File: config.mk
export PLATFORM = sky130hd
export DESIGN_NAME = keypad_debounce_longpress_core_flat
export DESIGN_NICKNAME = d
export VERILOG_FILES = /design/src/design/kdlp_pkg.sv /design/src/design/kdlp_intf.sv /design/src/design/keypad_debounce_longpress_core.sv /design/src/flat_wrapper.sv
export SDC_FILE = /design/constraint.sdc
export NUM_CORES = 1
export LEC_CHECK = 0
export BUFFER_PORTS_ARGS = -buffer_cell sky130_fd_sc_hd__buf_2
export CAP_MARGIN = 40
export CORE_MARGIN = 1.5
export CORE_UTILIZATION = 45
export DETAILED_ROUTE_END_ITERATION = 12
export PLACE_DENSITY = 0.7
export REMOVE_ABC_BUFFERS = 1
export SYNTH_ARGS = -nofsm -noshare
export SYNTH_HDL_FRONTEND = slang
export SYNTH_SLANG_ARGS = --single-unit
File: constraint.sdc
create_clock -name clk_i -period 4.3 [get_ports clk_i]
set_input_delay 0.215 -clock clk_i [delete_from_list [all_inputs] [get_ports clk_i]]
set_output_delay 0.215 -clock clk_i [all_outputs]
set_load 0.02 [all_outputs]
File: src/design/kdlp_pkg.sv
// ----------------------------------------------------------------------------
// kdlp_pkg: shared types and constants for the keypad debounce block
// Register map, reset values and default sizes used by the interfaces and
// the core.
// ----------------------------------------------------------------------------
package kdlp_pkg;

  // Default sizes
  localparam int unsigned NumKeys    = 15;
  localparam int unsigned TimerWidth = 16;

  // Configuration port sizes
  localparam int unsigned CfgAddrWidth = 3;
  localparam int unsigned CfgDataWidth = 16;
  localparam int unsigned RegWidth     = 16;
  localparam int unsigned BoostWidth   = 8;

  typedef logic [CfgAddrWidth-1:0] cfg_addr_t;
  typedef logic [CfgDataWidth-1:0] cfg_data_t;
  typedef logic [RegWidth-1:0]     tick_reg_t;
  typedef logic [BoostWidth-1:0]   boost_cnt_t;

  // Register indexes
  typedef enum logic [CfgAddrWidth-1:0] {
    RegDebounceTicks  = 3'd0,
    RegLongTicks      = 3'd1,
    RegRepeatTicks    = 3'd2,
    RegBoostThreshold = 3'd3,
    RegBoostTicks     = 3'd4
  } cfg_reg_e;

  // Register reset values
  localparam tick_reg_t  DebounceTicksRst  = 16'd50;
  localparam tick_reg_t  LongTicksRst      = 16'd1000;
  localparam tick_reg_t  RepeatTicksRst    = 16'd200;
  localparam boost_cnt_t BoostThresholdRst = 8'd10;
  localparam tick_reg_t  BoostTicksRst     = 16'd50;

endpackage

File: src/design/kdlp_intf.sv
// ----------------------------------------------------------------------------
// kdlp interfaces: handshake channels of the keypad debounce block
// Key sample input, event result output and register write channel.
// ----------------------------------------------------------------------------

// Key sample channel: one item per scan tick
interface kdlp_key_if #(
  parameter int unsigned NUM_KEYS = kdlp_pkg::NumKeys
);
  logic                valid;
  logic                ready;
  logic [NUM_KEYS-1:0] key_sample;

  modport source (output valid, output key_sample, input ready);
  modport sink   (input valid, input key_sample, output ready);
endinterface

// Event result channel
interface kdlp_evt_if #(
  parameter int unsigned NUM_KEYS = kdlp_pkg::NumKeys
);
  logic                valid;
  logic                ready;
  logic [NUM_KEYS-1:0] event_keys;
  logic                long_flag;

  modport source (output valid, output event_keys, output long_flag, input ready);
  modport sink   (input valid, input event_keys, input long_flag, output ready);
endinterface

// Register write channel
interface kdlp_cfg_if;
  logic                valid;
  logic                ready;
  kdlp_pkg::cfg_addr_t addr;
  kdlp_pkg::cfg_data_t data;

  modport source (output valid, output addr, output data, input ready);
  modport sink   (input valid, input addr, input data, output ready);
endinterface

File: src/design/keypad_debounce_longpress_core.sv
// ----------------------------------------------------------------------------
// keypad_debounce_longpress_core: key debounce with long press and repeat
// Turns scan ticks of key levels into release and long-press events.
// ----------------------------------------------------------------------------
// Each accepted item is one scan tick and yields exactly one result item.
// The block takes one item per clock cycle unless the result side stalls:
// the tick is folded into the press state by one pass of mask and countdown
// logic, and the result lands in a single result register in the next cycle.
// The input is ready whenever the result register is empty or being taken
// in the same cycle; a stall on the result side holds off the input only for
// as long as that register stays full. Register writes are always accepted.
module keypad_debounce_longpress_core #(
  parameter int unsigned NUM_KEYS    = kdlp_pkg::NumKeys,
  parameter int unsigned TIMER_WIDTH = kdlp_pkg::TimerWidth
) (
  input  logic       clk_i,
  input  logic       rst_ni,
  kdlp_key_if.sink   in_i,
  kdlp_evt_if.source res_o,
  kdlp_cfg_if.sink   cfg_i
);
  import kdlp_pkg::*;

  typedef logic [NUM_KEYS-1:0]    key_mask_t;
  typedef logic [TIMER_WIDTH-1:0] timer_t;

  // Configuration registers
  tick_reg_t  debounce_ticks_q, long_ticks_q, repeat_ticks_q, boost_ticks_q;
  boost_cnt_t boost_threshold_q;

  assign cfg_i.ready = 1'b1;

  always_ff @(posedge clk_i or negedge rst_ni) begin
    if (!rst_ni) begin
      debounce_ticks_q  <= DebounceTicksRst;
      long_ticks_q      <= LongTicksRst;
      repeat_ticks_q    <= RepeatTicksRst;
      boost_threshold_q <= BoostThresholdRst;
      boost_ticks_q     <= BoostTicksRst;
    end else if (cfg_i.valid) begin
      case (cfg_reg_e'(cfg_i.addr))
        RegDebounceTicks:  debounce_ticks_q  <= tick_reg_t'(cfg_i.data);
        RegLongTicks:      long_ticks_q      <= tick_reg_t'(cfg_i.data);
        RegRepeatTicks:    repeat_ticks_q    <= tick_reg_t'(cfg_i.data);
        RegBoostThreshold: boost_threshold_q <= cfg_i.data[BoostWidth-1:0];
        RegBoostTicks:     boost_ticks_q     <= tick_reg_t'(cfg_i.data);
        default: ;
      endcase
    end
  end

  // Countdown load values, fitted to the timer width
  timer_t load_deb, load_long, load_rep, load_boost;
  assign load_deb   = TIMER_WIDTH'(debounce_ticks_q);
  assign load_long  = TIMER_WIDTH'(long_ticks_q);
  assign load_rep   = TIMER_WIDTH'(repeat_ticks_q);
  assign load_boost = TIMER_WIDTH'(boost_ticks_q);

  // Press state
  key_mask_t  down_q, down_d;
  logic       long_q, long_d;
  boost_cnt_t boost_q, boost_d;
  timer_t     deb_q, deb_d, hold_q, hold_d;

  // Result register
  logic       res_valid_q;
  key_mask_t  res_keys_q, res_keys_d;

  logic in_acc;
  assign in_i.ready = !res_valid_q || res_o.ready;
  assign in_acc     = in_i.valid && in_i.ready;

  // Next press state for one tick
  timer_t         deb_dec, hold_dec;
  logic           changed, fire;
  logic [BoostWidth:0] boost_inc;

  always_comb begin
    deb_dec    = (deb_q != '0) ? deb_q - 1'b1 : deb_q;
    hold_dec   = (hold_q != '0) ? hold_q - 1'b1 : hold_q;
    changed    = (in_i.key_sample != down_q);
    down_d     = '0;
    long_d     = 1'b0;
    boost_d    = '0;
    deb_d      = load_deb;
    hold_d     = load_long;
    res_keys_d = '0;
    fire       = 1'b0;
    boost_inc  = '0;
    if (in_i.key_sample != '0) begin
      // Key(s) down: a new chord restarts both countdowns
      long_d  = changed ? 1'b0 : long_q;
      boost_d = changed ? '0 : boost_q;
      deb_d   = changed ? load_deb : deb_dec;
      hold_d  = changed ? load_long : hold_dec;
      down_d  = down_q | in_i.key_sample;
      fire    = (hold_d == '0) && (!long_d || (repeat_ticks_q != '0));
      boost_inc = {1'b0, boost_d} + 1'b1;
      if (fire) begin
        res_keys_d = down_d;
        long_d     = 1'b1;
        if ((boost_threshold_q != '0) && (boost_inc > {1'b0, boost_threshold_q})) begin
          boost_d = boost_threshold_q;
          hold_d  = load_boost;
        end else begin
          if (boost_threshold_q != '0) begin
            boost_d = boost_inc[BoostWidth-1:0];
          end
          hold_d = load_rep;
        end
      end
    end else begin
      // All keys up: report release once the debounce countdown has run out, unless it was a long press
      if ((deb_dec == '0) && !long_q) begin
        res_keys_d = down_q;
      end
    end
  end

  always_ff @(posedge clk_i or negedge rst_ni) begin
    if (!rst_ni) begin
      down_q      <= '0;
      long_q      <= 1'b0;
      boost_q     <= '0;
      deb_q       <= '0;
      hold_q      <= '0;
      res_valid_q <= 1'b0;
    end else begin
      if (in_acc) begin
        down_q  <= down_d;
        long_q  <= long_d;
        boost_q <= boost_d;
        deb_q   <= deb_d;
        hold_q  <= hold_d;
      end
      if (in_acc) begin
        res_valid_q <= 1'b1;
      end else if (res_o.ready) begin
        res_valid_q <= 1'b0;
      end
    end
  end

  // Result payload
  logic res_long_q;
  always_ff @(posedge clk_i) begin
    if (in_acc) begin
      res_keys_q <= res_keys_d;
      res_long_q <= long_d;
    end
  end

  assign res_o.valid      = res_valid_q;
  assign res_o.event_keys = res_keys_q;
  assign res_o.long_flag  = res_long_q;

  // Checks
  a_acc_gives_result: assert property (@(posedge clk_i) disable iff (!rst_ni)
    in_acc |=> res_o.valid)
    else $error("accepted item produced no result");

  a_release_not_long: assert property (@(posedge clk_i) disable iff (!rst_ni)
    in_acc && (in_i.key_sample == '0) |=> !res_o.long_flag && (down_q == '0))
    else $error("release left long flag or down mask set");

  a_event_is_down: assert property (@(posedge clk_i) disable iff (!rst_ni)
    in_acc && (in_i.key_sample != '0) |=>
      (res_o.event_keys == '0) || (res_o.event_keys == down_q))
    else $error("long-press event differs from down mask");

  a_stall_only_full: assert property (@(posedge clk_i) disable iff (!rst_ni)
    !in_i.ready |-> res_o.valid && !res_o.ready)
    else $error("input held off without a stalled result");

endmodule
File: src/flat_wrapper.sv
// flat-port wrapper written by rule: the top's interface ports become plain ports
module keypad_debounce_longpress_core_flat import kdlp_pkg::*;
#(
  parameter int unsigned NUM_KEYS    = kdlp_pkg::NumKeys,
  parameter int unsigned TIMER_WIDTH = kdlp_pkg::TimerWidth
)
  (clk_i, rst_ni, in_i_valid, in_i_key_sample, in_i_ready, res_o_valid, res_o_event_keys, res_o_long_flag, res_o_ready, cfg_i_valid, cfg_i_addr, cfg_i_data, cfg_i_ready);
  kdlp_key_if #(.NUM_KEYS(NUM_KEYS)) in_i_i ();
  kdlp_evt_if #(.NUM_KEYS(NUM_KEYS)) res_o_i ();
  kdlp_cfg_if cfg_i_i ();
  input  logic clk_i;
  input  logic rst_ni;
  input wire logic [$bits(in_i_i.valid)-1:0] in_i_valid;
  input wire logic [$bits(in_i_i.key_sample)-1:0] in_i_key_sample;
  output wire logic [$bits(in_i_i.ready)-1:0] in_i_ready;
  output wire logic [$bits(res_o_i.valid)-1:0] res_o_valid;
  output wire logic [$bits(res_o_i.event_keys)-1:0] res_o_event_keys;
  output wire logic [$bits(res_o_i.long_flag)-1:0] res_o_long_flag;
  input wire logic [$bits(res_o_i.ready)-1:0] res_o_ready;
  input wire logic [$bits(cfg_i_i.valid)-1:0] cfg_i_valid;
  input wire logic [$bits(cfg_i_i.addr)-1:0] cfg_i_addr;
  input wire logic [$bits(cfg_i_i.data)-1:0] cfg_i_data;
  output wire logic [$bits(cfg_i_i.ready)-1:0] cfg_i_ready;
  assign in_i_i.valid = in_i_valid;
  assign in_i_i.key_sample = in_i_key_sample;
  assign in_i_ready = in_i_i.ready;
  assign res_o_valid = res_o_i.valid;
  assign res_o_event_keys = res_o_i.event_keys;
  assign res_o_long_flag = res_o_i.long_flag;
  assign res_o_i.ready = res_o_ready;
  assign cfg_i_i.valid = cfg_i_valid;
  assign cfg_i_i.addr = cfg_i_addr;
  assign cfg_i_i.data = cfg_i_data;
  assign cfg_i_ready = cfg_i_i.ready;
  keypad_debounce_longpress_core #(.NUM_KEYS(NUM_KEYS), .TIMER_WIDTH(TIMER_WIDTH)) u_core (.clk_i(clk_i), .rst_ni(rst_ni), .in_i(in_i_i), .res_o(res_o_i), .cfg_i(cfg_i_i));
endmodule
==> summary.md <==
| Metric | Value |
|---|---|
| Worst Hold Path Cells | `2` |
| Number of H-tree levels | `4` |
| Diode count | `0` |
| Core box area | `approximately 0.019 mm^2` |
| Clock Latency Late Sink | `430 ps` |
| Count of final setup violators | `0` |
| Clock Sinks | `around 150` |
| Worst Path Required | `approximately 4600 ps` |
| Synth Register Bits | `~150` |
| Switch share | `32.2%` |
| All-Layer GR Usage | `between 20% and 30%` |
| Critical Path End Type | `flop` |
| RR Startpoint | `u_core.down_q[1]` |
| Final min period | `between 4000 and 5000 ps` |
| Synth top area cells | `dfrtp_1, mux2_2, edfxtp_1` |
| Wire per inst | `between 15 and 20 um` |
| Asr flop ratio synth | `about nine tenths` |
| Die width | `roughly 140 um` |
| Vias | `about 6800` |
| CTS tree | `done` |
| Synth area leader | `dfrtp_1` |
| Final TNS setup | `0 ps` |
| CP Class | `flop to flop` |
| # fillers | `1646` |
| R2R Path End | `u_core.hold_q[5]` |
| # IOs | `58` |
| Area after DPL | `0.00908 mm^2` |
| Area fraction of the dominant cell type after synthesis | `32.9%` |
| Layout cells sized above 1 | `roughly 31%` |
| Most common cell after layout, fill and taps aside | `dfrtp_1` |
| Initial antenna violation count | `0` |
| Pwr/cell area | `~430 mW/mm^2` |
| Wirelength, routed | `~22000 um` |
| Non-Filler Instances | `1134` |
| Startpoint Class | `flop` |
| Slew headroom | `between 40% and 50%` |
| Vias/cell | `about 6` |
| Clock buffer depth | `2` |
| Final Max Tran Viols | `0` |
| CTS clk-pin slew, worst paths | `about 60 ps` |
| Ys flop type | `dfrtp_1` |
| Die ar. | `around 0.020 mm^2` |
| FMAX | `0.247 GHz` |
| Leak Pwr | `~4.0 nW` |
| Max stage delay on crit path | `380 ps` |
| Synth unique cells | `83` |
| Worst R2R Setup Slack | `250 ps` |
| Num rows | `50` |
| Worst path depth | `17` |
| Hold Path End | `u_core.boost_ticks_q[9]` |
| Register share of total power | `between 40% and 50%` |
| Delay-heaviest family, CP | `simple AND/OR/NAND/NOR gates` |
| First-pass iteration count of the detailed router | `5` |
| Combinational share of power | `20.3%` |
| Sw power | `around 1.4 mW` |
| Fin area | `just under 0.01 mm^2` |
| Worst vdd ir | `0.195 mV` |
| Max-cap violation count | `0` |
| Area growth syn-to-layout | `15.6%` |
| Worst slew pin tran | `roughly 810 ps` |
| Dpl hpwl | `15500 um` |
| Tcrit/Tclk final | `a little over nine tenths` |
| Post-route DRC | `0` |
| Effective utilization at floorplan | `approximately 46%` |
| Outcome | `complete, no violations` |
| Syn. warnings | `0` |
| Vias in the first global route | `6483` |
| Most frequent cells in the layout | `dfrtp_1, mux2_2, nor2_1` |
| CP max-delay cell | `or3_4` |
| Syn avg cell area | `between 10 and 15 um^2` |
| Final Wtd Congestion | `0.896` |
| Placed insts | `around 1100` |
| Largest net degree at the start of global routing | `62` |
| Critical-path cell list | `inv_1 > ha_1 > nor4_4 > and4_4 > and2_4 > ha_4 > nand3_4 > or3_4 > a21oi_2 > ha_1 > nand4_1 > o21ai_1 > o31ai_4 > buf_4 > mux2_2 > and4_1 > o31a_1` |
| Clock share of power | `between 30 and 40%` |
| Clock root cell | `clkbuf_16` |
| Synth Instances | `just over 800` |
| Reg2Reg Depth | `17` |
| CP arrival | `between 4000 and 5000 ps` |
| Hold_sp | `cfg_i_data[9]` |
| Crit path buf inv count | `2` |
| Setup Skew | `around 12 ps` |
| Most used cell along the critical path | `ha_1` |
| Hold Slack | `between 80 and 90 ps` |
| DR iter-0 viols | `between 400 and 500` |
| Nets@finish | `952` |
| Port bufs | `56` |
| Min-delay worst type | `primary input to flop` |
| Number of flops mapped to enable cells by yosys | `16` |
| Cell internal pwr | `approximately 2.9 mW` |
| Post-Syn Area | `about 0.0085 mm^2` |
| Die Ht | `approximately 140 um` |
| Total grt overflow | `0` |
| First-pass GRT wire length | `35500 um` |
| CP Max Fanout | `5` |
| CTS Buf Count | `17` |
| Post-detailed-route count of antenna-violating nets | `0` |
| Sequential-to-total area share from yosys stat | `a little over two fifths` |
| Final hold violations | `0` |
[cells in the mapped netlist (8+ instances only)]
cell / number
nand2_1: 43
inv_1: 50
dfstp_2: 17
a211oi_1: 13
clkbuf_1: 27
o21ai_0: 56
nand3_1: 8
dfrtp_1: 112
o32ai_2: 10
nor2_1: 59
mux2_2: 72
ha_1: 26
a21oi_1: 43
o2bb2ai_1: 8
or3_1: 20
edfxtp_1: 16
mux2i_1: 22
xnor2_1: 9
nand4_1: 13
nor4_1: 17
nor3_1: 43
[state kept, by name, summed over array words and instances (netlist names)]
register / cells
u_core.boost_ticks_q: 16
u_core.res_o.long_flag: 1
u_core.boost_threshold_q: 8
u_core.res_o.event_keys: 15
u_core.down_q: 15
u_core.res_o.valid: 1
u_core.load_long: 16
u_core.load_rep: 16
u_core.hold_q: 16
u_core.long_q: 1
u_core.deb_q: 16
u_core.boost_q: 8
u_core.debounce_ticks_q: 16
[repair_timing]
item | 4_1_cts | 5_1_grt
endpoints found under the hold margin | 36 | 0
resized for setup | 7 | 26
setup endpoints to repair | 9 | 22
hold buffers | 2 | 0
pin swaps | 2 | 9
buffers inserted | 0 | 6
[worst max path at each step]
| stage | startpoint | endpoint |
|---|---|---|
| 5_1_grt | u_core.down_q[9] | u_core.hold_q[10] |
| 2_1_floorplan | u_core.down_q[6] | u_core.hold_q[5] |
| 4_1_cts | u_core.down_q[6] | u_core.hold_q[9] |
| 3_3_place_gp | in_i_key_sample[2] | u_core.hold_q[7] |
| 3_5_place_dp | u_core.down_q[5] | u_core.hold_q[7] |
| 6_report | u_core.down_q[1] | u_core.hold_q[5] |
[metal layers]
| layer | GRT usage [%] | part of all wire [%] |
|---|---|---|
| met2 | 35.2 | 47 |
| met4 | 6.25 | 1.3 |
| met3 | 5.03 | 6.4 |
| met1 | 32.9 | 46 |
| met5 | 0 | 0 |
[layout make-up]
| type | count | area (um^2) | area share [%] |
|---|---|---|---|
| multi-input combinational | 586 | 4500 | 45.6 |
| sequential | 145 | 3730 | 37.8 |
| timing repair buffer | 87 | 581 | 5.89 |
| clock buffer | 17 | 425 | 4.31 |
| tap | 234 | 293 | 2.97 |
| inverter | 50 | 188 | 1.90 |
| clock inverter | 15 | 146 | 1.48 |
[per-stage QoR]
stage	setup WS [ps]	power, mW	util (%)
2_1_floorplan	-2410	2.43	-
3_3_place_gp	70.5	2.70	48.5
3_5_place_dp	-49.9	2.74	48.7
4_1_cts	6.06	4.20	52.1
5_1_grt	-21.6	4.43	52.9
6_report	253	4.22	52.9
[cell families after synthesis]
kind of cell / Yosys count / synth area share [%]
AOI/OAI and AO/OA: 191 / 15.9
xor gates and xnor gates: 14 / 1.44
adders and majority gates: 26 / 3.81
buffers and inverters: 100 / 5.47
DFF: 145 / 43.7
muxes: 94 / 12.1
other: 1 / 0.0440
and+or+nand+nor: 260 / 17.5
[power groups by stage]
stage	registers, mW	clock network, mW	logic [mW]
2_1_floorplan	1.85	0	0.581
6_report	1.92	1.45	0.856
4_1_cts	1.91	1.47	0.824
5_1_grt	1.95	1.52	0.952
3_5_place_dp	1.94	0	0.804
3_3_place_gp	1.93	0	0.775
(Power assumes the default switching activity.)
